## src/hw/rtl/psgm_pkg.sv

```systemverilog
// psgm_pkg: shared widths, codes and transfer structs of the sequence gap monitor
// used by psgm_front, psgm_back and the top level; depends on nothing
package psgm_pkg;

  localparam int CHANNELS_DEF = 64;
  localparam int MAX_PKT_DEF  = 16384;

  localparam int CH_W   = 6;
  localparam int BYTE_W = 8;
  localparam int SEQ_W  = 32;
  localparam int STAT_W = 3;
  localparam int PB_W   = 15;
  localparam int CNT_W  = 32;
  localparam int TOTB_W = 48;
  localparam int MASK_W = 64;
  localparam int ACC_W  = 35;
  localparam int IDX_W  = 4;

  localparam logic [ACC_W-1:0] TID_RESET_MSG = ACC_W'(120);
  localparam logic [ACC_W-1:0] TID_SEQ_RESET = ACC_W'(49);
  localparam logic [IDX_W-1:0] PLAIN_BYTES   = IDX_W'(4);
  localparam logic [IDX_W-1:0] FIELD_LIMIT   = IDX_W'(5);
  localparam logic [IDX_W-1:0] STIME_LIMIT   = IDX_W'(10);

  localparam logic [STAT_W-1:0] ST_NONE         = 3'd0;
  localparam logic [STAT_W-1:0] ST_FIRST        = 3'd1;
  localparam logic [STAT_W-1:0] ST_IN_ORDER     = 3'd2;
  localparam logic [STAT_W-1:0] ST_GAP          = 3'd3;
  localparam logic [STAT_W-1:0] ST_OUT_OF_ORDER = 3'd4;
  localparam logic [STAT_W-1:0] ST_SEQ_RESET    = 3'd5;
  localparam logic [STAT_W-1:0] ST_RESET_MSG    = 3'd6;

  typedef enum logic [1:0] {
    KIND_ORDINARY,
    KIND_RESET_MSG,
    KIND_SEQ_RESET
  } kind_t;

  // one finished packet, front to back
  typedef struct packed {
    logic [CH_W-1:0]   ch;
    logic [SEQ_W-1:0]  seq;
    kind_t             kind;
    logic              ok;
    logic [PB_W-1:0]   len;
    logic [TOTB_W-1:0] bytes;
  } desc_t;

  // per-channel state entry
  typedef struct packed {
    logic [SEQ_W-1:0] last_seq;
    logic [CNT_W-1:0] gaps;
    logic [CNT_W-1:0] ord;
  } entry_t;

  typedef struct packed {
    logic [CH_W-1:0]   ch;
    logic [SEQ_W-1:0]  seq;
    logic [STAT_W-1:0] status;
    logic [SEQ_W-1:0]  diff;
    logic [PB_W-1:0]   pkt_bytes;
    logic [CNT_W-1:0]  ch_gaps;
    logic [CNT_W-1:0]  ch_ord;
    logic [CNT_W-1:0]  tot_gaps;
    logic [CNT_W-1:0]  tot_ord;
    logic [CNT_W-1:0]  pkt_total;
    logic [TOTB_W-1:0] byte_total;
  } res_t;

endpackage

```

## src/hw/rtl/psgm_front.sv

```systemverilog
// psgm_front: byte parser, one byte per cycle while byte_take is high, emits one descriptor per packet
// depends on psgm_pkg
module psgm_front #(
  parameter int MAX_PACKET_BYTES = psgm_pkg::MAX_PKT_DEF
) (
  input  logic                        clk,
  input  logic                        rst_n,
  input  logic                        cfg_wr,
  input  logic [psgm_pkg::MASK_W-1:0] cfg_mask,
  input  logic                        byte_take,
  input  logic [psgm_pkg::CH_W-1:0]   byte_ch,
  input  logic [psgm_pkg::BYTE_W-1:0] byte_data,
  input  logic                        byte_last,
  output logic                        desc_push,
  output psgm_pkg::desc_t             desc
);
  import psgm_pkg::*;

  localparam int LEN_W = $clog2(MAX_PACKET_BYTES + 1);

  typedef enum logic [2:0] {
    PH_PLAIN, PH_PMAP, PH_TID, PH_SEQ, PH_STIME, PH_NEWSEQ, PH_DONE, PH_START
  } phase_t;

  logic [MASK_W-1:0] mask_r;
  phase_t            phase_r, ph_cur, ph_nxt;
  logic [IDX_W-1:0]  idx_r, idx_nxt, idx_inc;
  logic [ACC_W-1:0]  acc_r, acc_nxt, acc_sh;
  kind_t             kind_r, kind_nxt;
  logic [SEQ_W-1:0]  cap_r, cap_nxt;
  logic              mal_r, mal_nxt;
  logic [LEN_W-1:0]  len_r, len_nxt;
  logic [TOTB_W-1:0] bytes_r, bytes_nxt;
  logic [IDX_W-1:0]  limit;

  always_comb begin
    ph_cur   = phase_r;
    idx_nxt  = idx_r;
    acc_nxt  = acc_r;
    kind_nxt = kind_r;
    cap_nxt  = cap_r;
    mal_nxt  = mal_r;
    len_nxt  = len_r;
    if (phase_r == PH_START) begin
      ph_cur   = mask_r[byte_ch] ? PH_PMAP : PH_PLAIN;
      idx_nxt  = '0;
      acc_nxt  = '0;
      kind_nxt = KIND_ORDINARY;
      cap_nxt  = '0;
      mal_nxt  = 1'b0;
      len_nxt  = '0;
    end
    if (len_nxt < LEN_W'(MAX_PACKET_BYTES)) begin
      len_nxt = len_nxt + 1'b1;
    end
    ph_nxt  = ph_cur;
    acc_sh  = {acc_nxt[ACC_W-8:0], byte_data[6:0]};
    idx_inc = idx_nxt + 1'b1;
    limit   = (ph_cur == PH_STIME) ? STIME_LIMIT : FIELD_LIMIT;
    case (ph_cur)
      PH_PLAIN: begin
        if (idx_nxt < PLAIN_BYTES) begin
          cap_nxt = {cap_nxt[SEQ_W-9:0], byte_data};
          idx_nxt = idx_inc;
          if (idx_inc == PLAIN_BYTES) begin
            ph_nxt = PH_DONE;
          end
        end
      end
      PH_PMAP: begin
        if (byte_data[7]) begin
          ph_nxt  = PH_TID;
          idx_nxt = '0;
          acc_nxt = '0;
        end
      end
      PH_TID, PH_SEQ, PH_STIME, PH_NEWSEQ: begin
        acc_nxt = acc_sh;
        idx_nxt = idx_inc;
        if (byte_data[7]) begin
          acc_nxt = '0;
          idx_nxt = '0;
          case (ph_cur)
            PH_TID: begin
              if (acc_sh == TID_RESET_MSG) begin
                kind_nxt = KIND_RESET_MSG;
                ph_nxt   = PH_DONE;
              end else begin
                kind_nxt = (acc_sh == TID_SEQ_RESET) ? KIND_SEQ_RESET : KIND_ORDINARY;
                ph_nxt   = PH_SEQ;
              end
            end
            PH_SEQ: begin
              cap_nxt = acc_sh[SEQ_W-1:0];
              ph_nxt  = (kind_nxt == KIND_SEQ_RESET) ? PH_STIME : PH_DONE;
            end
            PH_STIME: begin
              ph_nxt = PH_NEWSEQ;
            end
            default: begin
              cap_nxt = acc_sh[SEQ_W-1:0];
              ph_nxt  = PH_DONE;
            end
          endcase
        end else if (idx_inc >= limit) begin
          mal_nxt = 1'b1;
          ph_nxt  = PH_DONE;
        end
      end
      default: begin
      end
    endcase
  end

  assign bytes_nxt = bytes_r + 1'b1;
  assign desc_push = byte_take && byte_last;

  always_comb begin
    desc.ch    = byte_ch;
    desc.seq   = cap_nxt;
    desc.kind  = kind_nxt;
    desc.ok    = (ph_nxt == PH_DONE) && !mal_nxt;
    desc.len   = PB_W'(len_nxt);
    desc.bytes = bytes_nxt;
  end

  always_ff @(posedge clk) begin
    if (!rst_n) begin
      mask_r  <= '0;
      phase_r <= PH_START;
      bytes_r <= '0;
    end else begin
      if (cfg_wr) begin
        mask_r <= cfg_mask;
      end
      if (byte_take) begin
        bytes_r <= bytes_nxt;
        phase_r <= byte_last ? PH_START : ph_nxt;
      end
    end
  end

  always_ff @(posedge clk) begin
    if (byte_take) begin
      idx_r  <= idx_nxt;
      acc_r  <= acc_nxt;
      kind_r <= kind_nxt;
      cap_r  <= cap_nxt;
      mal_r  <= mal_nxt;
      len_r  <= len_nxt;
    end
  end

endmodule

```

## config.mk

```make
export PLATFORM = sky130hd
export DESIGN_NAME = psgm_front
export DESIGN_NICKNAME = d
export VERILOG_FILES = /design/src/hw/rtl/psgm_pkg.sv /design/src/hw/rtl/psgm_front.sv
export SDC_FILE = /design/constraint.sdc
export NUM_CORES = 1
export LEC_CHECK = 0
export ABC_AREA = 1
export BUFFER_PORTS_ARGS = -buffer_cell sky130_fd_sc_hd__buf_4
export CAP_MARGIN = 20
export CORE_MARGIN = 2
export CORE_UTILIZATION = 45
export CTS_CLUSTER_DIAMETER = 100
export DETAILED_ROUTE_END_ITERATION = 10
export GPL_TIMING_DRIVEN = 1
export HOLD_SLACK_MARGIN = 0.05
export PLACE_DENSITY = 0.66
export SLEW_MARGIN = 20
export SYNTH_ARGS = -nofsm -noshare
export SYNTH_HDL_FRONTEND = slang
export SYNTH_SLANG_ARGS = --single-unit
```

## constraint.sdc

```tcl
create_clock -name clk -period 7.5 [get_ports clk]
set_clock_uncertainty 0.05 [all_clocks]
set_input_delay 0.75 -clock clk [delete_from_list [all_inputs] [get_ports clk]]
set_output_delay 0.75 -clock clk [all_outputs]
set_load 0.05 [all_outputs]
```

Yosys cells after proc, flatten, opt, wreduce, memory -nomap -nowiden --
Index checks and enable logic that the tools add are counted.
Word-level totals: flip-flop bits (word level) 204, input bits 83, output and inout bits 105, logic and storage cells 74
Operators by class: add/sub/neg operators 3, $lt $le $gt $ge 4, equal/unequal tests 11, multiplexer cells 41, reduce and logical (&&, ||, !) cells 6
Operators with widths (count):
- 32-bit 2-to-1 mux | 4
- 35-bit 2-to-1 mux | 3
- 35-bit case mux with 2 select lines | 1
- 32-bit case mux with 2 select lines | 1
- 48-bit by 1-bit adder with 48-bit output (second input constant) | 1
- 35-bit by 6-bit == test with 1-bit output (second input constant) | 1
- 35-bit by 7-bit == test with 1-bit output (second input constant) | 1
- 15-bit 2-to-1 mux | 2
- 3-bit 2-to-1 mux | 8
- 4-bit 2-to-1 mux | 5
- 3-bit case mux with 3 select lines | 2
- 15-bit by 1-bit adder with 15-bit output (second input constant) | 1
- 15-bit < comparator (second input constant) | 1
- 2-bit 2-to-1 mux | 7
- 3-bit == test (second input constant) | 4
- 4-bit case mux with 3 select lines | 1
- 6-bit by 7-bit < comparator with 1-bit output (second input constant) | 1
- 1-bit binary-select mux with 6-bit select | 1
- 3-bit by 2-bit == test with 1-bit output (second input constant) | 2
- 1-bit 2-to-1 mux | 6
- 4-bit by 1-bit adder with 4-bit output (second input constant) | 1
- 4-bit by 3-bit == test with 1-bit output (second input constant) | 1
- 4-bit >= comparator | 1
- 4-bit by 3-bit < comparator with 1-bit output (second input constant) | 1
- 7 further kinds | 8

Logic depth before layout (Yosys ltp) --
word-level depth 12, gate-level depth with buffers 20, gate-level depth less buffers 18

Least setup slack after synthesis --
OpenSTA, ideal clock, no wires.
path kind register to output, from register phase_r[2], to output desc[62] (netlist bit), data arrival time 3.561 ns, data required time 6.700 ns, path slack 3.139 ns, stages on the path, launching flop included 17, path buffers 4, cells stage by stage dfxtp_1 inv_2 nor2_4 inv_4 buf_4 buf_2 buf_1 buf_2 nand2_1 inv_1 ha_1 nand3_1 nor3_1 nand3_1 nor3_1 nand3_1 o31ai_1
RTL lines:
- from (decl) | line psgm_front.sv:26 | phase_t phase_r, ph_cur, ph_nxt;
- from (signal assigned) | line psgm_front.sv:138 | phase_r <= byte_last ? PH_START : ph_nxt;
- to (decl) | line psgm_front.sv:15 | output psgm_pkg::desc_t desc

==> metrics.cfg <==
[outcome]
status = completed

[route]
drt_iter0_drc = 987
firstDrtPassIters = 5
vias_per_cell = 5.15
wirelength_um = 30400
avgRoutedWirePerCell_um = 14.8
route.detailed.drc = 0
drtAntennaViolNets = 0
vias = 10600

[worst_setup_path]
required_ps = 6700
slowest_delay_ps = 600
crit_path_end_kind = output pin
crit_fanout = 18
critPathLaunchType = flip-flop
path_buf_inv = 7
reg2reg_depth = 11
crit_family = simple AND/OR/NAND/NOR gates
worstSetupPathType = reg -> out
cp_num_cells = 15
r2r_slack_ps = 4120
worst-endpoint-arrival_ps = 3940
critPathSlowestCell = nor2_2
path_cells = inv_1, nand2_1, nor2_1, inv_2, nand2_1, inv_1, nand3_1, inv_1, nor2_2, inv_1, o21ai_1, inv_1, nand2_1, nor2_1, buf_4
reg2reg_to = mal_r$_DFFE_PP_
r2r-start = phase_r[0]$_SDFFE_PN1P_
cpMostUsedCell = inv_1

[die]
num_rows = 57
ioPinCount = 188
die_h_um = 161
die_w_um = 161
dieArea_sq_um = 26100
core-area_sq_um = 24300
start_util_pct = 45.9

[min_path]
hold_class = reg -> reg
hold_path_end = mask_r[52]$_SDFFE_PN0P_
worstHoldPathCells = 2
hp-start = mask_r[52]$_SDFFE_PN0P_

[yosys]
synth_nets = 1672
synth.avg_cell_area_sq_um = 7.04
synth_warnings = 0
ys_types = 44
synth_edf_count = 82
ys_seq_area_share_pct = 42.7
synthArstFlopShare_pct = 0
ys.flop_type = dfxtp_1
netlist_area_sq_um = 11200
ys_ff_latch = 197
synth_cells = 1584

[global_route]
grt_pass1_vias = 9792
gr-total-overflow = 0
grt_max_degree = 90
antenna_found_initial = 0
grt_pass1_wl_um = 49200
grt_use_total_pct = 23.0

[pwr]
seqPwrFrac_pct = 39.5
switchingPower_uw = 1290
p_comb_share_pct = 31.7
clkPwrFrac_pct = 28.8
leakage_uw = 0.00632
p_int_uw = 1990
ir_drop_mv = 0.196
power.density_nw_per_um2 = 248
netSwitchingFraction_pct = 39.3

[place]
gp_congestion = 0.883
post-dp-hpwl_um = 20800
io_buffers = 187
dpl.cell_count = 2020
post_dp_cell_area_sq_um = 12600

[run]
maxCapViolCount = 0

[timing]
drv_slew = 0
fin_crit_ps = 4740
setup_violations = 0
worst_slew_pin_slew_ps = 1020
timing.final.crit_share_pct = 63.2
worst_slew_margin_rel_pct = 31.9
max_freq_ghz = 0.211
tns_ps = 0
hold_viol_final = 0
rsz0062_at_grt = false

[final_layout]
area_growth_pct = 18.7
n_antenna_cell = 0
fin_nets = 1803
design_area_sq_um = 13200
layout-drive-gt1-share_pct = 15.0
stdcell_count = 2052

[clocking]
numCtsBuffers = 17
tritoncts = built
cts_resized = 0
clock_sinks = 197
ctsHoldBuffers = 0
cts_setup_buffers = 0
root_buffer = clkbuf_16
h-tree-depth = 4
clk_latency_ps = 440
cts.clk_slew.worst_paths_ps = 80
max-clock-path-buffers = 2

==> per-stage QoR <==
stage	utilization, %	power [uW]	setup WS, ps	hold slack (ps)
after floorplan	-	2050	3140	413
after global placement	51.8	2340	2930	428
after detailed placement	51.9	2360	3230	433
after CTS	54.4	3300	2880	458
after global routing	54.4	3440	2420	462
final	54.4	3280	2760	455
==> cell usage after synthesis, types with 2 or more instances <==
library cell,instances,area (sq um)
nand2_1,415,1560
nor2_1,213,800
inv_1,179,672
nand3_1,135,676
o21ai_0,129,646
dfxtp_1,115,2300
edfxtp_1,82,2460
xor2_1,43,377
a21oi_1,41,205
clkbuf_1,41,154
o211ai_1,37,278
nand4_1,19,119
buf_2,18,90.1
o21ai_1,17,85.1
buf_4,12,90.1
nor4_1,10,62.6
nor3_1,9,45.0
inv_2,7,26.3
xnor2_1,7,61.3
nand2_2,6,37.5
nor2_2,6,37.5
buf_1,5,18.8
ha_1,5,62.6
nor3_2,5,50.1
buf_6,3,33.8
inv_4,3,18.8
and2_1,2,12.5
nand3_2,2,20.0
nor2_4,2,22.5
nor3b_1,2,15.0
==> layout by cell type (no fill, tap or decap), drive strengths merged, types with 2 or more instances in the layout <==
master	count
xor2	43
edfxtp	82
nand2	421
ha	5
dfxtp	115
nor2	221
or2	2
a21oi	41
clkinv	9
o21ai	147
nand3	137
buf	192
o211ai	37
inv	196
nor3	14
and2	2
clkbuf	17
nor3b	2
nor4	11
xnor2	7
nand4	19
==> metal layers <==
metal / track usage, % / wire length (um) / up-vias
met4: 6.70 / 597 / 0
li1: - / - / 5377
met1: 30.5 / 13600 / 4831
met3: 4.13 / 1900 / 36
met5: 0 / 0 / -
met2: 38.4 / 14200 / 315
==> power groups by stage <==
stage	sequential [uW]	combinational [uW]	clock [uW]
floorplan	1310	747	0
global placement	1320	1020	0
detailed placement	1320	1040	0
CTS	1300	1040	965
global route	1310	1130	999
finish	1300	1040	944
==> registers in the layout, indices dropped and copies added, names as in the netlist <==
name     count
acc_r       28
len_r       15
cap_r       32
mal_r        1
idx_r        4
kind_r       2
mask_r      64
phase_r      3
bytes_r     48
==> cells by family after synthesis <==
group / Yosys count / share of synthesized area [%]
AOI/OAI and AO/OA: 230 / 11.4
xor gates and xnor gates: 50 / 3.93
adders and majority gates: 5 / 0.561
buffers and inverters: 270 / 9.97
DFF: 197 / 42.7
and+or+nand+nor: 832 / 31.5
==> worst max-delay path by stage <==
stage                       startpoint  slack [ps]       end
2_1_floorplan  phase_r[2]$_SDFFE_PN1P_        3140  desc[62]
3_3_place_gp                byte_ch[0]        2930  desc[86]
3_5_place_dp                byte_ch[0]        3230  desc[85]
4_1_cts        phase_r[2]$_SDFFE_PN1P_        2880  desc[63]
5_1_grt        phase_r[0]$_SDFFE_PN1P_        2420  desc[63]
6_report       phase_r[0]$_SDFFE_PN1P_        2760  desc[63]
==> cell type report <==
class / instances / area (sq um)
fillers: 2356 / 11100
repair buffers: 192 / 1460
clock inverters: 15 / 184
multi-input cells: 1117 / 5280
clock buffers: 17 / 425
well taps: 324 / 405
flip-flops and latches: 197 / 4760
inverters: 190 / 721
==> tightest hold or removal path, delay by kind of cell (launching register included) <==
family,cells,cell delay [ps]
and+or+nand+nor,1,70
DFF,1,330
AOI/OAI and AO/OA,1,70
(Power assumes the default switching activity.)
