`config.mk`:
```
export PLATFORM = sky130hd
export DESIGN_NAME = psgm_fifo
export DESIGN_NICKNAME = d
export VERILOG_FILES = /design/src/hw/rtl/psgm_fifo.sv
export SDC_FILE = /design/constraint.sdc
export NUM_CORES = 1
export LEC_CHECK = 0
export BUFFER_PORTS_ARGS = -buffer_cell sky130_fd_sc_hd__buf_4
export CAP_MARGIN = 25
export CORE_ASPECT_RATIO = 1.5
export CORE_MARGIN = 2
export CORE_UTILIZATION = 30
export DETAILED_ROUTE_END_ITERATION = 10
export GPL_TIMING_DRIVEN = 1
export PLACE_DENSITY_LB_ADDON = 0.1
export SLEW_MARGIN = 20
export SYNTH_ARGS = -nofsm -noshare
export SYNTH_HDL_FRONTEND = slang
export SYNTH_SLANG_ARGS = --single-unit
```
`constraint.sdc`:
```
create_clock -name clk -period 1.8 [get_ports clk]
set_input_delay 0.36 -clock clk [delete_from_list [all_inputs] [get_ports clk]]
set_output_delay 0.36 -clock clk [all_outputs]
set_load 0.05 [all_outputs]
```
`src/hw/rtl/psgm_fifo.sv`:
```
// psgm_fifo: small register queue, used between front and back and on the result side
// depends on nothing
module psgm_fifo #(
  parameter int WIDTH = 8,
  parameter int DEPTH = 2
) (
  input  logic             clk,
  input  logic             rst_n,
  input  logic             push,
  input  logic [WIDTH-1:0] wr_data,
  output logic             full,
  input  logic             pop,
  output logic [WIDTH-1:0] rd_data,
  output logic             empty
);

  localparam int AW = (DEPTH > 1) ? $clog2(DEPTH) : 1;
  localparam int CW = $clog2(DEPTH + 1);

  logic [WIDTH-1:0] mem_r [DEPTH];
  logic [AW-1:0]    wr_ptr_r, rd_ptr_r;
  logic [CW-1:0]    cnt_r;
  logic             do_push, do_pop;

  assign full    = (cnt_r == CW'(DEPTH));
  assign empty   = (cnt_r == '0);
  assign do_push = push && !full;
  assign do_pop  = pop && !empty;
  assign rd_data = mem_r[rd_ptr_r];

  always_ff @(posedge clk) begin
    if (do_push) begin
      mem_r[wr_ptr_r] <= wr_data;
    end
  end

  always_ff @(posedge clk) begin
    if (!rst_n) begin
      wr_ptr_r <= '0;
      rd_ptr_r <= '0;
      cnt_r    <= '0;
    end else begin
      if (do_push) begin
        wr_ptr_r <= (wr_ptr_r == AW'(DEPTH - 1)) ? '0 : wr_ptr_r + 1'b1;
      end
      if (do_pop) begin
        rd_ptr_r <= (rd_ptr_r == AW'(DEPTH - 1)) ? '0 : rd_ptr_r + 1'b1;
      end
      if (do_push && !do_pop) begin
        cnt_r <= cnt_r + 1'b1;
      end else if (do_pop && !do_push) begin
        cnt_r <= cnt_r - 1'b1;
      end
    end
  end

endmodule

```
Yosys cells after proc, flatten, opt, wreduce, memory -nomap -nowiden
Memory sizes are Yosys's and may differ from the RTL's. A register that Yosys moved wholly into a read port is not among the register bits.
Cells that the tools add are included.
{ "totals": {"n_memories": 1, "in_bits": 12, "mem_bits_rw": 16, "regBits": 4} }
{ "op_classes": {"n_addsub": 4, "n_reduce_logical": 10, "n_eq_ne": 1, "muxes": 8} }
{ "mem_list": {"columns": ["name", "depth", "word_bits", "rd", "rd_ports_with_merged_regs", "write_ports", "line_no", "text"], "rows": [
  ["mem_r", 2, 8, 1, 1, 1, "20", "logic [WIDTH-1:0] mem_r [DEPTH];"]
]} }
{ "ops": {"columns": ["cell", "count"], "rows": [
  ["1-bit two-way mux", 6],
  ["1-bit logical AND", 4],
  ["1-bit zero test", 4],
  ["2-bit two-way mux", 2],
  ["1-bit adder (second input constant)", 2],
  ["2-bit by 1-bit adder with 2-bit output (second input constant)", 1],
  ["2-bit equality test (second input constant)", 1],
  ["2-bit zero test", 1],
  ["2-bit nonzero test", 1],
  ["2-bit by 1-bit subtractor with 2-bit output (second input constant)", 1]
]} }

Logic depth before layout (Yosys ltp)
Gate-level depths: netlist of run 1.
{ "logic_depth": {"ltp_word": 7, "ltp_mapped": 7} }

Least setup slack after synthesis of run 1
No wires, ideal clock.
{ "synth_timing": {"kind": "flip-flop to flip-flop", "from": "register cnt_r[0]", "to": "register cnt_r[1]", "path_buffers": 0, "setup_time_ns": 0.070, "slack_ns": 0.171, "stages_incl_launch_ff": 7, "arrival_ns": 1.559, "path_cell_list": "dfxtp_1 -> nand2b_1 -> inv_2 -> nor2_1 -> ha_1 -> or3_1 -> a21boi_1"} }
{ "synth_via": {"elab_chain_len": 6, "elab_cells_between_ends": 15, "classes_between": "add/sub (2); eq/ne (1); mux (2); reduce/logical (10)"} }
{ "synth_rtl": {"columns": ["item", "line_no", "text"], "rows": [
  ["start: declaration", "22", "logic [CW-1:0] cnt_r;"],
  ["start signal: assignment", "50", "cnt_r <= cnt_r + 1'b1;"],
  ["start signal: assignment", "52", "cnt_r <= cnt_r - 1'b1;"],
  ["2-bit equality test *", "25", "assign full = (cnt_r == CW'(DEPTH));"],
  ["named net full", "11", "output logic full,"],
  ["1-bit zero test *", "27", "assign do_push = push && !full;"],
  ["1-bit logical AND *", "27", null],
  ["1-bit zero test", "51", "end else if (do_pop && !do_push) begin"],
  ["1-bit logical AND", "51", null],
  ["2-bit nonzero test (no source line)", null, null]
]} }
The timed path passes the listed nets; every way through them passes the cells marked *. The select of a mux whose other input is x is not followed.
A chain may end at the register's enable or synchronous reset.

==> out/results.ini, run 1 <==
[pwr]
power_density_nw_per_um2=1597
power.leakage_nw=0.4176
ir_drop_mv=0.6997

[floorplan]
start_util=0.3091
die_h_um=67.62
ios=22
coreArea_um2=2619
row_count=23
die_width_um=46.42
die_area_um2=3139

[clock_network]
cts_buffer_depth=2
htree_num_levels=1
cts_sinks=21
cts-root-buf=clkbuf_8
clkLatencyLatePin_ns=0.26
clkTransAtPathRegs_ns=0.08
post_cts_buffers=0
numCtsBuffers=3
cts_tree=built

[sta]
hold_viol=0
hold_slack_ns=0.2849
finalSetupTns_ns=0
finalMaxSlewViolations=0
rsz0062_at_grt=false
min_period_over_period=0.8921
slew_headroom=0.7205
finalSetupViolCount=0
finalClockSkew_ns=0.007861
finalCriticalPeriod_ns=1.606
worst_pin_slew_ns=0.4193
max_freq_ghz=0.6227

[status]
outcome=complete, no violations

[drt]
dr.pass1.iters=4
totalWireLength_um=1249
drt-wirelength-per-cell_um=11.05
vias=472
drc_errors=0
via_per_inst=4.177
initialDrtViolationCount=5
ant_nets=0

[synthesis]
synth_seq_cells=21
synth.largest_area_cell=edfxtp_1
synth-edff-count=16
syn_area_per_cell_um2=16.19
synth_cell_type_count=20
synth_async_sr_flop_share=0
synth_most_common_cell=edfxtp_1
ys_warn_count=0
seq_area_frac_synth=0.7172
synth_cells=50
synth_top_flop_cell=edfxtp_1
synthTopCellsByArea=edfxtp_1 (59%), dfxtp_1 (12%), mux2_2 (11%)
synth_area_um2=809.5
synth_top_area_frac=0.5935
syn-num-nets=63
ys_top_cells_by_count=edfxtp_1 (16), mux2_2 (8), dfxtp_1 (5)

[worst_setup_path]
worstSetupPathType=reg -> out
reg2reg_to=cnt_r[1]
start_kind=register
r2r_slack_ns=0.24
cp-end-kind=primary output
max_stage_delay_ns=0.44
timing.rr.start=cnt_r[0]
cp.arrival_ns=1.25
critPathMaxFanout=8
crit_chain=mux2_2 > buf_4
cp_slowest_cell=dfxtp_2
rr_worst_depth=6
cp.required_ns=1.44
crit_path_end=rd_data[1]

[global_route]
grt_usage=0.09738
grt_max_degree=13
antenna_found_initial=0
grt_first_pass_wirelength_um=2125
grt_overflow_total=0
first_global_vias=487

[layout]
diodes=0
utilization=0.4090
ff_latch_area_um2=581.8
num-fill-cells=270
multiInputGateArea_um2=216.5
final_nets=90
drive_gt1_frac=0.5000
final_area_um2=1071
layout.cells.non_filler=113
syn_to_final_growth_pct=32.30

[place]
numPortBuffers=21
place.detailed.hpwl_um=938.6
placed_cell_area_um2=1023
place.gp.congestion=0.6344
dp_cells=109

[worst_hold_path]
hp-class=in -> reg
min-delay-start=wr_data[0]

[run]
cap_violations=0

[layout by cell type, fill, tap and decap left out]
master     n
a21boi_0   1
a21boi_1   1
and2_1     3
and3_1     1
buf_4     23
clkbuf_8   3
clkinv_2   1
dfxtp_1    4
dfxtp_2    1
edfxtp_1  16
ha_1       1
inv_1      1
inv_2      1
mux2_2     8
nand2b_1   1
nor2_1     2
nor3_2     1
o21a_1     1
o21ai_0    1
o21ai_1    1
or3_1      1
xnor2_1    2
xor2_1     1
[what timing repair did]
| item | in CTS | in global routing |
|---|---|---|
| resized for setup | 0 | 1 |
| hold buffers | 0 | 0 |
| endpoints found under the setup margin | 0 | 1 |
[routing by layer]
metal,GRT usage,share of wire,vias to the layer above
li1,-,-,233
met1,0.09508,0.38,222
met2,0.1701,0.55,15
met3,0.02674,0.068,2
met4,0.06429,0.0064,0
met5,0,0,-
[power breakdown]
part	total (mW)	switching, mW	leakage (nW)	internal (mW)
Combinational	0.728	0.448	0.201	0.280
Clock	0.297	0.143	0.0255	0.154
Sequential	0.686	0.0650	0.191	0.621
[through the flow]
step	setup WS [ns]	total power [mW]
2_1_floorplan	0.1708	1.222
3_3_place_gp	0.2797	1.429
3_5_place_dp	0.2254	1.431
4_1_cts	0.03828	1.730
5_1_grt	0.06680	1.810
6_report	0.1942	1.711
[worst min path at each step]
stage	end	slack [ns]	depth (start not counted)
after global placement	cnt_r[1]	0.51	2
final	mem_r[1][0]	0.28	1
after CTS	mem_r[1][0]	0.28	1
after detailed placement	cnt_r[1]	0.52	2
after floorplan	mem_r[0][0]	0.46	0
after global routing	mem_r[0][6]	0.27	1
[layout make-up]
type	instances	area share
flip-flops and latches	21	0.5432
well taps	37	0.04322
clock buffers	3	0.03855
multi-input cells	26	0.2021
repair buffers	23	0.1612
inverters	2	0.007009
clock inverters	1	0.004673
[cell families (layout without fill, tap and decap cells)]
group | Yosys count | count (layout) | synth area share
AOI/OAI and AO/OA | 5 | 5 | 0.04018
xor gates and xnor gates | 3 | 3 | 0.03246
adders and majority gates | 1 | 1 | 0.01545
buffers and inverters | 3 | 29 | 0.01544
DFF | 21 | 21 | 0.7172
muxes | 8 | 8 | 0.1113
and+or+nand+nor | 9 | 9 | 0.06803
[sequential cells by signal, summed over array words and instances (netlist names), named ones only]
| name | count |
|---|---|
| cnt_r | 2 |
| mem_r | 16 |
| rd_ptr_r | 1 |
| wr_ptr_r | 1 |
[worst max-delay path: cells and delay by family, from the launching register on]
kind     cells  cell delay [ns]
mux          1             0.36
flops        1             0.44
buf+inv      1             0.19
Note: power is estimated with default switching activity, not from simulation.
==> run 2: changes to the inputs <==
--- a/config.mk
+++ b/config.mk
@@ -6,10 +6,8 @@
 export NUM_CORES = 1
 export LEC_CHECK = 0
 export BUFFER_PORTS_ARGS = -buffer_cell sky130_fd_sc_hd__buf_4
-export CAP_MARGIN = 25
-export CORE_ASPECT_RATIO = 1.5
 export CORE_MARGIN = 2
-export CORE_UTILIZATION = 30
+export CORE_UTILIZATION = 49
 export DETAILED_ROUTE_END_ITERATION = 10
 export GPL_TIMING_DRIVEN = 1
 export PLACE_DENSITY_LB_ADDON = 0.1
==> run 2 against run 1 <==
Flip-flop and latch count unchanged. Sequential share of layout area up 2.9 points. Clock skew down 0.0052 ns. Sequential power about the same. Cell count down 19%. Global-route usage up 4.4 points. Hold slack worse by 0.034 ns. Fmax down 2.9%. Register-to-register slack about the same. Largest cell class unchanged.
==> out/results.ini, run 2 (synthesized netlist as in run 1, its figures left out) <==
[sta]
rsz0062_at_grt=false
max_freq_ghz=0.6044  ; -2.9%
finalSetupViolCount=0  ; unchanged
hold_viol=0  ; unchanged
finalSetupTns_ns=0  ; unchanged
finalCriticalPeriod_ns=1.655  ; +0.04872 ns
hold_slack_ns=0.2506  ; -0.03436 ns
finalClockSkew_ns=0.002658  ; -0.005203 ns
min_period_over_period=0.9192  ; +0.02707
finalMaxSlewViolations=0  ; unchanged
slew_headroom=0.7333  ; +0.01288
worst_pin_slew_ns=0.4000  ; -0.01932 ns

[pwr]
p_int_mw=0.9796  ; -7.1%
power_density_nw_per_um2=1586  ; -0.69%
pwr-share-comb=0.447  ; +0.021
p_switching_mw=0.6339  ; -3.3%
power_mw=1.613  ; -5.7%
ir_drop_mv=0.8305  ; +19%
power_frac_clock=0.129  ; -0.044
seq_power_share=0.423  ; +0.022
power.leakage_nw=0.4021  ; -3.7%
sw_frac_of_total=0.3929  ; +0.009575

[layout]
num-fill-cells=111  ; -59%
top_regs=mem_r: 16 flops, cnt_r: 2 flops
mostFrequentLayoutCell=buf_4
largest_register=mem_r
syn_to_final_growth_pct=25.66
drive_gt1_frac=0.4800  ; -0.02000
multiInputGateArea_um2=216.5  ; unchanged
diodes=0  ; unchanged
final_cell_mix=buf_4 (22), edfxtp_1 (16), mux2_2 (8)
final_area_um2=1017  ; -5.0%
ff_latch_area_um2=581.8  ; unchanged
largest_register_ffs=16  ; unchanged
final_nets=89  ; -1.1%

[status]
outcome=complete, no violations

[global_route]
grt_max_degree=12  ; -1
grt_overflow_total=0  ; unchanged
grt_usage=0.1417  ; +0.04437
grt_first_pass_wirelength_um=1849  ; -13%
first_global_vias=431  ; -11%
antenna_found_initial=0  ; unchanged

[clock_network]
cts-root-buf=clkbuf_4
ctsHoldBuffers=0  ; unchanged
post_cts_buffers=0  ; unchanged
numCtsBuffers=3  ; unchanged
cts-resized-gates=0  ; unchanged
htree_num_levels=1  ; unchanged
cts_sinks=21  ; unchanged
cts_buffer_depth=2  ; unchanged
cts_tree=built
clkLatencyLatePin_ns=0.29  ; +0.03 ns
clkTransAtPathRegs_ns=0.10  ; +0.02 ns

[place]
place.detailed.hpwl_um=860.6  ; -8.3%
placed_cell_area_um2=989.7  ; -3.3%
place.gp.congestion=0.6715  ; +5.8%
numPortBuffers=21  ; unchanged

[worst_setup_path]
worstSetupPathType=reg -> out
critPathMaxFanout=8  ; unchanged
reg2reg_to=cnt_r[1]
cp-end-kind=primary output
r2r_slack_ns=0.25  ; about the same
timing.rr.start=cnt_r[0]
rr_worst_depth=6  ; unchanged
cp.arrival_ns=1.29  ; +0.04 ns
start_kind=register
cp.required_ns=1.44  ; about the same

[floorplan]
start_util=0.5312  ; +0.2221
die_width_um=44.65  ; -3.8%
ios=22  ; unchanged
row_count=14  ; -39%
die_h_um=44.65  ; -34%
coreArea_um2=1524  ; -42%
die_area_um2=1993  ; -36%

[run]
cap_violations=0  ; unchanged

[worst_hold_path]
hold_end=mem_r[1][7]
hold_depth=1  ; unchanged
hp-class=in -> reg
min-delay-start=wr_data[7]

[drt]
vias=454  ; -3.8%
wl_met2_um=606  ; -11%
drc_errors=0  ; unchanged
dr.pass1.iters=4  ; unchanged
initialDrtViolationCount=10  ; +5
wl_met1_um=489  ; +3.6%
ant_nets=0  ; unchanged
wl_met3_um=63  ; -26%
route.top_layer_used=met3
via_per_inst=4.989  ; +19%
drt-wirelength-per-cell_um=12.73  ; +15%
totalWireLength_um=1158  ; -7.3%

[run 2: cell types whose count changed in the layout (fill, tap and decap cells not counted)]
| cell | delta |
|---|---|
| clkbuf_8 | -3 |
| clkbuf_1 | +1 |
| buf_4 | -1 |
| clkinv_2 | -1 |
| clkbuf_4 | +3 |
[run 2: area by class of cell]
class,count,share of cell area
multi-input cells,26,0.2128
repair buffers,22,0.1624
flip-flops and latches,21,0.5720
inverters,2,0.007380
well taps,16,0.01968
clock buffers,4,0.02583
[run 2: critical path, stage by stage, from the launching register on]
cell,delay (ns)
dfxtp_2,0.45
mux2_2,0.37
buf_4,0.19
[run 2: per-stage QoR]
| stage | utilization | setup slack, ns | std cells |
|---|---|---|---|
| 2_1_floorplan | - | 0.1708 | 50 |
| 3_3_place_gp | 0.6494 | 0.3018 | 87 |
| 3_5_place_dp | 0.6494 | 0.2615 | 87 |
| 4_1_cts | 0.6667 | 0.007583 | 91 |
| 5_1_grt | 0.6675 | 0.08569 | 91 |
| 6_report | 0.6675 | 0.1454 | 91 |
[run 2: how the worst max path moves through the flow]
stage | startpoint | end | slack, ns | depth (start not counted)
global placement | cnt_r[0] | cnt_r[1] | 0.30 | 6
global route | register | rd_data[2] | 0.09 | 2
CTS | register | rd_data[0] | 0.008 | 2
finish | register | rd_data[0] | 0.15 | 2
detailed placement | cnt_r[0] | cnt_r[1] | 0.26 | 6
floorplan | cnt_r[0] | cnt_r[1] | 0.17 | 6
[run 2: power by group through the flow]
stage	clock network [mW]	logic [mW]	registers, mW
3_5_place_dp	0	0.726	0.693
5_1_grt	0.250	0.764	0.696
4_1_cts	0.223	0.728	0.682
3_3_place_gp	0	0.718	0.692
6_report	0.209	0.721	0.683
2_1_floorplan	0	0.561	0.661
[run 2: metal layers]
| layer | vias up | GRT usage |
|---|---|---|
| li1 | 232 | - |
| met1 | 206 | 0.1662 |
| met2 | 16 | 0.2203 |
| met3 | 0 | 0.06122 |
| met4 | 0 | 0.07273 |
| met5 | - | 0 |
==> run 3: changes to the inputs <==
--- a/config.mk
+++ b/config.mk
@@ -7,11 +7,10 @@
 export LEC_CHECK = 0
 export BUFFER_PORTS_ARGS = -buffer_cell sky130_fd_sc_hd__buf_4
 export CORE_MARGIN = 2
-export CORE_UTILIZATION = 49
+export CORE_UTILIZATION = 45
 export DETAILED_ROUTE_END_ITERATION = 10
 export GPL_TIMING_DRIVEN = 1
 export PLACE_DENSITY_LB_ADDON = 0.1
-export SLEW_MARGIN = 20
 export SYNTH_ARGS = -nofsm -noshare
 export SYNTH_HDL_FRONTEND = slang
 export SYNTH_SLANG_ARGS = --single-unit
==> run 3 against run 2 <==
Cell count rose by 9.9%. Sequential share of layout area fell by 0.69 points. Clock skew fell by 0.0020 ns. Sequential power barely moved. Worst setup slack improved by 0.0033 ns. Clock power rose by 4%. Critical endpoint is now rd_data[1]. Fmax rose by 0.20%. Critical path type unchanged.
==> out/results.ini, run 3 (synthesized netlist as in run 1, its figures left out) <==
[status]
outcome=complete, no violations

[clock_network]
numCtsBuffers=3  ; unchanged
cts_sinks=21  ; unchanged
ctsHoldBuffers=0  ; unchanged
cts_buffer_depth=2  ; unchanged
clkTransAtPathRegs_ns=0.11  ; about the same
clkLatencyLatePin_ns=0.29  ; about the same
cts_tree=built
htree_num_levels=1  ; unchanged
cts-root-buf=clkbuf_4

[layout]
largest_register_ffs=16  ; unchanged
final_cell_mix=buf_4 (22), edfxtp_1 (16), mux2_2 (8)
largest_register=mem_r
top_regs=mem_r: 16 flops, cnt_r: 2 flops
syn_to_final_growth_pct=27.20
drive_gt1_frac=0.4933  ; +0.01333
mostFrequentLayoutCell=buf_4
final_nets=89  ; unchanged
diodes=0  ; unchanged

[sta]
finalSetupTns_ns=0  ; unchanged
finalMaxSlewViolations=0  ; unchanged
rsz0062_at_grt=false
max_freq_ghz=0.6056  ; +0.20%
slew_headroom=0.7394  ; +0.006027
hold_slack_ns=0.2420  ; -0.008549 ns
layout_setup_ws_ns=0.1487  ; +0.003286 ns
finalClockSkew_ns=0.0006825  ; -0.001976 ns
min_period_over_period=0.9174  ; -0.001826
finalCriticalPeriod_ns=1.651  ; -0.003286 ns
finalSetupViolCount=0  ; unchanged
hold_viol=0  ; unchanged
worst_pin_slew_ns=0.3909  ; -0.009041 ns

[drt]
drc_errors=0  ; unchanged
initialDrtViolationCount=4  ; -6
dr.pass1.iters=2  ; -2
drt-wirelength-per-cell_um=10.67  ; -16%
totalWireLength_um=1067  ; -7.9%
vias=460  ; +1.3%
ant_nets=0  ; unchanged
via_per_inst=4.600  ; -7.8%

[pwr]
ir_drop_mv=0.9161  ; +10%
power_density_nw_per_um2=1566  ; -1.2%
power.leakage_nw=0.4049  ; +0.68%
power_mw=1.613  ; about the same

[worst_setup_path]
worst-path-buf-inv=1  ; unchanged
cp_slowest_cell=dfxtp_2
max_stage_delay_ns=0.45  ; about the same
critPathMaxFanout=8  ; unchanged
rr_worst_depth=6  ; unchanged
cp.depth=2  ; unchanged
worstSetupPathType=reg -> out
cp_top_family=flip-flops
cp.required_ns=1.44  ; about the same
crit_chain=mux2_2 > buf_4
cp-end-kind=primary output
timing.rr.start=cnt_r[0]
start_kind=register
r2r_slack_ns=0.24  ; about the same
cp.arrival_ns=1.29  ; about the same

[worst_hold_path]
min-delay-start=wr_data[7]
hold_depth=1  ; unchanged
hp-class=in -> reg

[floorplan]
start_util=0.4740  ; -0.05721
die_h_um=46.42  ; +4.0%
die_area_um2=2154  ; +8.1%
die_width_um=46.42  ; +4.0%
coreArea_um2=1708  ; +12%
row_count=15  ; +1
ios=22  ; unchanged

[global_route]
met2_usage=0.1722  ; -0.04807
first_global_vias=380  ; -12%
antenna_found_initial=0  ; unchanged
grt_max_degree=13  ; +1
grt_overflow_total=0  ; unchanged
gr-usage-met1=0.1260  ; -0.04025
grt_first_pass_wirelength_um=1490  ; -19%
grt_usage=0.1038  ; -0.03796
use_met3=0.03529  ; -0.02593
top_usage_layer=met2

[place]
post-place-ws_ns=0.2389  ; -0.02268 ns
numPortBuffers=21  ; unchanged
place.gp.congestion=0.6562  ; -2.3%

[run]
cap_violations=0  ; unchanged

run 3: cell types whose count changed in the layout (fill, tap and decap cells not counted):
cell and delta:
clkbuf_1 -1, clkinv_2 +1
run 3: repair_timing:
action	in CTS	in global routing
gates resized for setup	1	0
buffers inserted	0	0
endpoints found under the setup margin	2	0
run 3: per-stage QoR:
stage | util | instances | area [um2]
floorplan | - | 50 | 809.5
CTS | 0.6029 | 100 | 1030
global placement | 0.5861 | 96 | 1001
detailed placement | 0.5861 | 96 | 1001
global route | 0.6029 | 100 | 1030
finish | 0.6029 | 100 | 1030
run 3: final cells by class:
class	count	area (um2)
sequential	21	581.8
fill	136	678.2
clock buffer	3	22.52
multi-input combinational	26	216.5
tap	25	31.28
timing repair buffer	22	165.2
inverter	2	7.507
clock inverter	1	5.005
run 3: final timing paths:
kind                  to
max reg2reg     cnt_r[1]
min          mem_r[1][7]
min reg2reg     cnt_r[1]
max           rd_data[1]
run 3: where the power goes:
part	switching, mW	total, mW	internal [mW]
sequential	0.0604	0.681	0.620
combinational	0.443	0.715	0.273
clock	0.134	0.217	0.0826
total	0.637	1.61	0.976
run 3: layer usage:
| metal | share of wire | vias to the layer above |
|---|---|---|
| met5 | 0 | - |
| met4 | 0 | 0 |
| li1 | - | 233 |
| met1 | 0.44 | 214 |
| met2 | 0.51 | 13 |
| met3 | 0.053 | 0 |
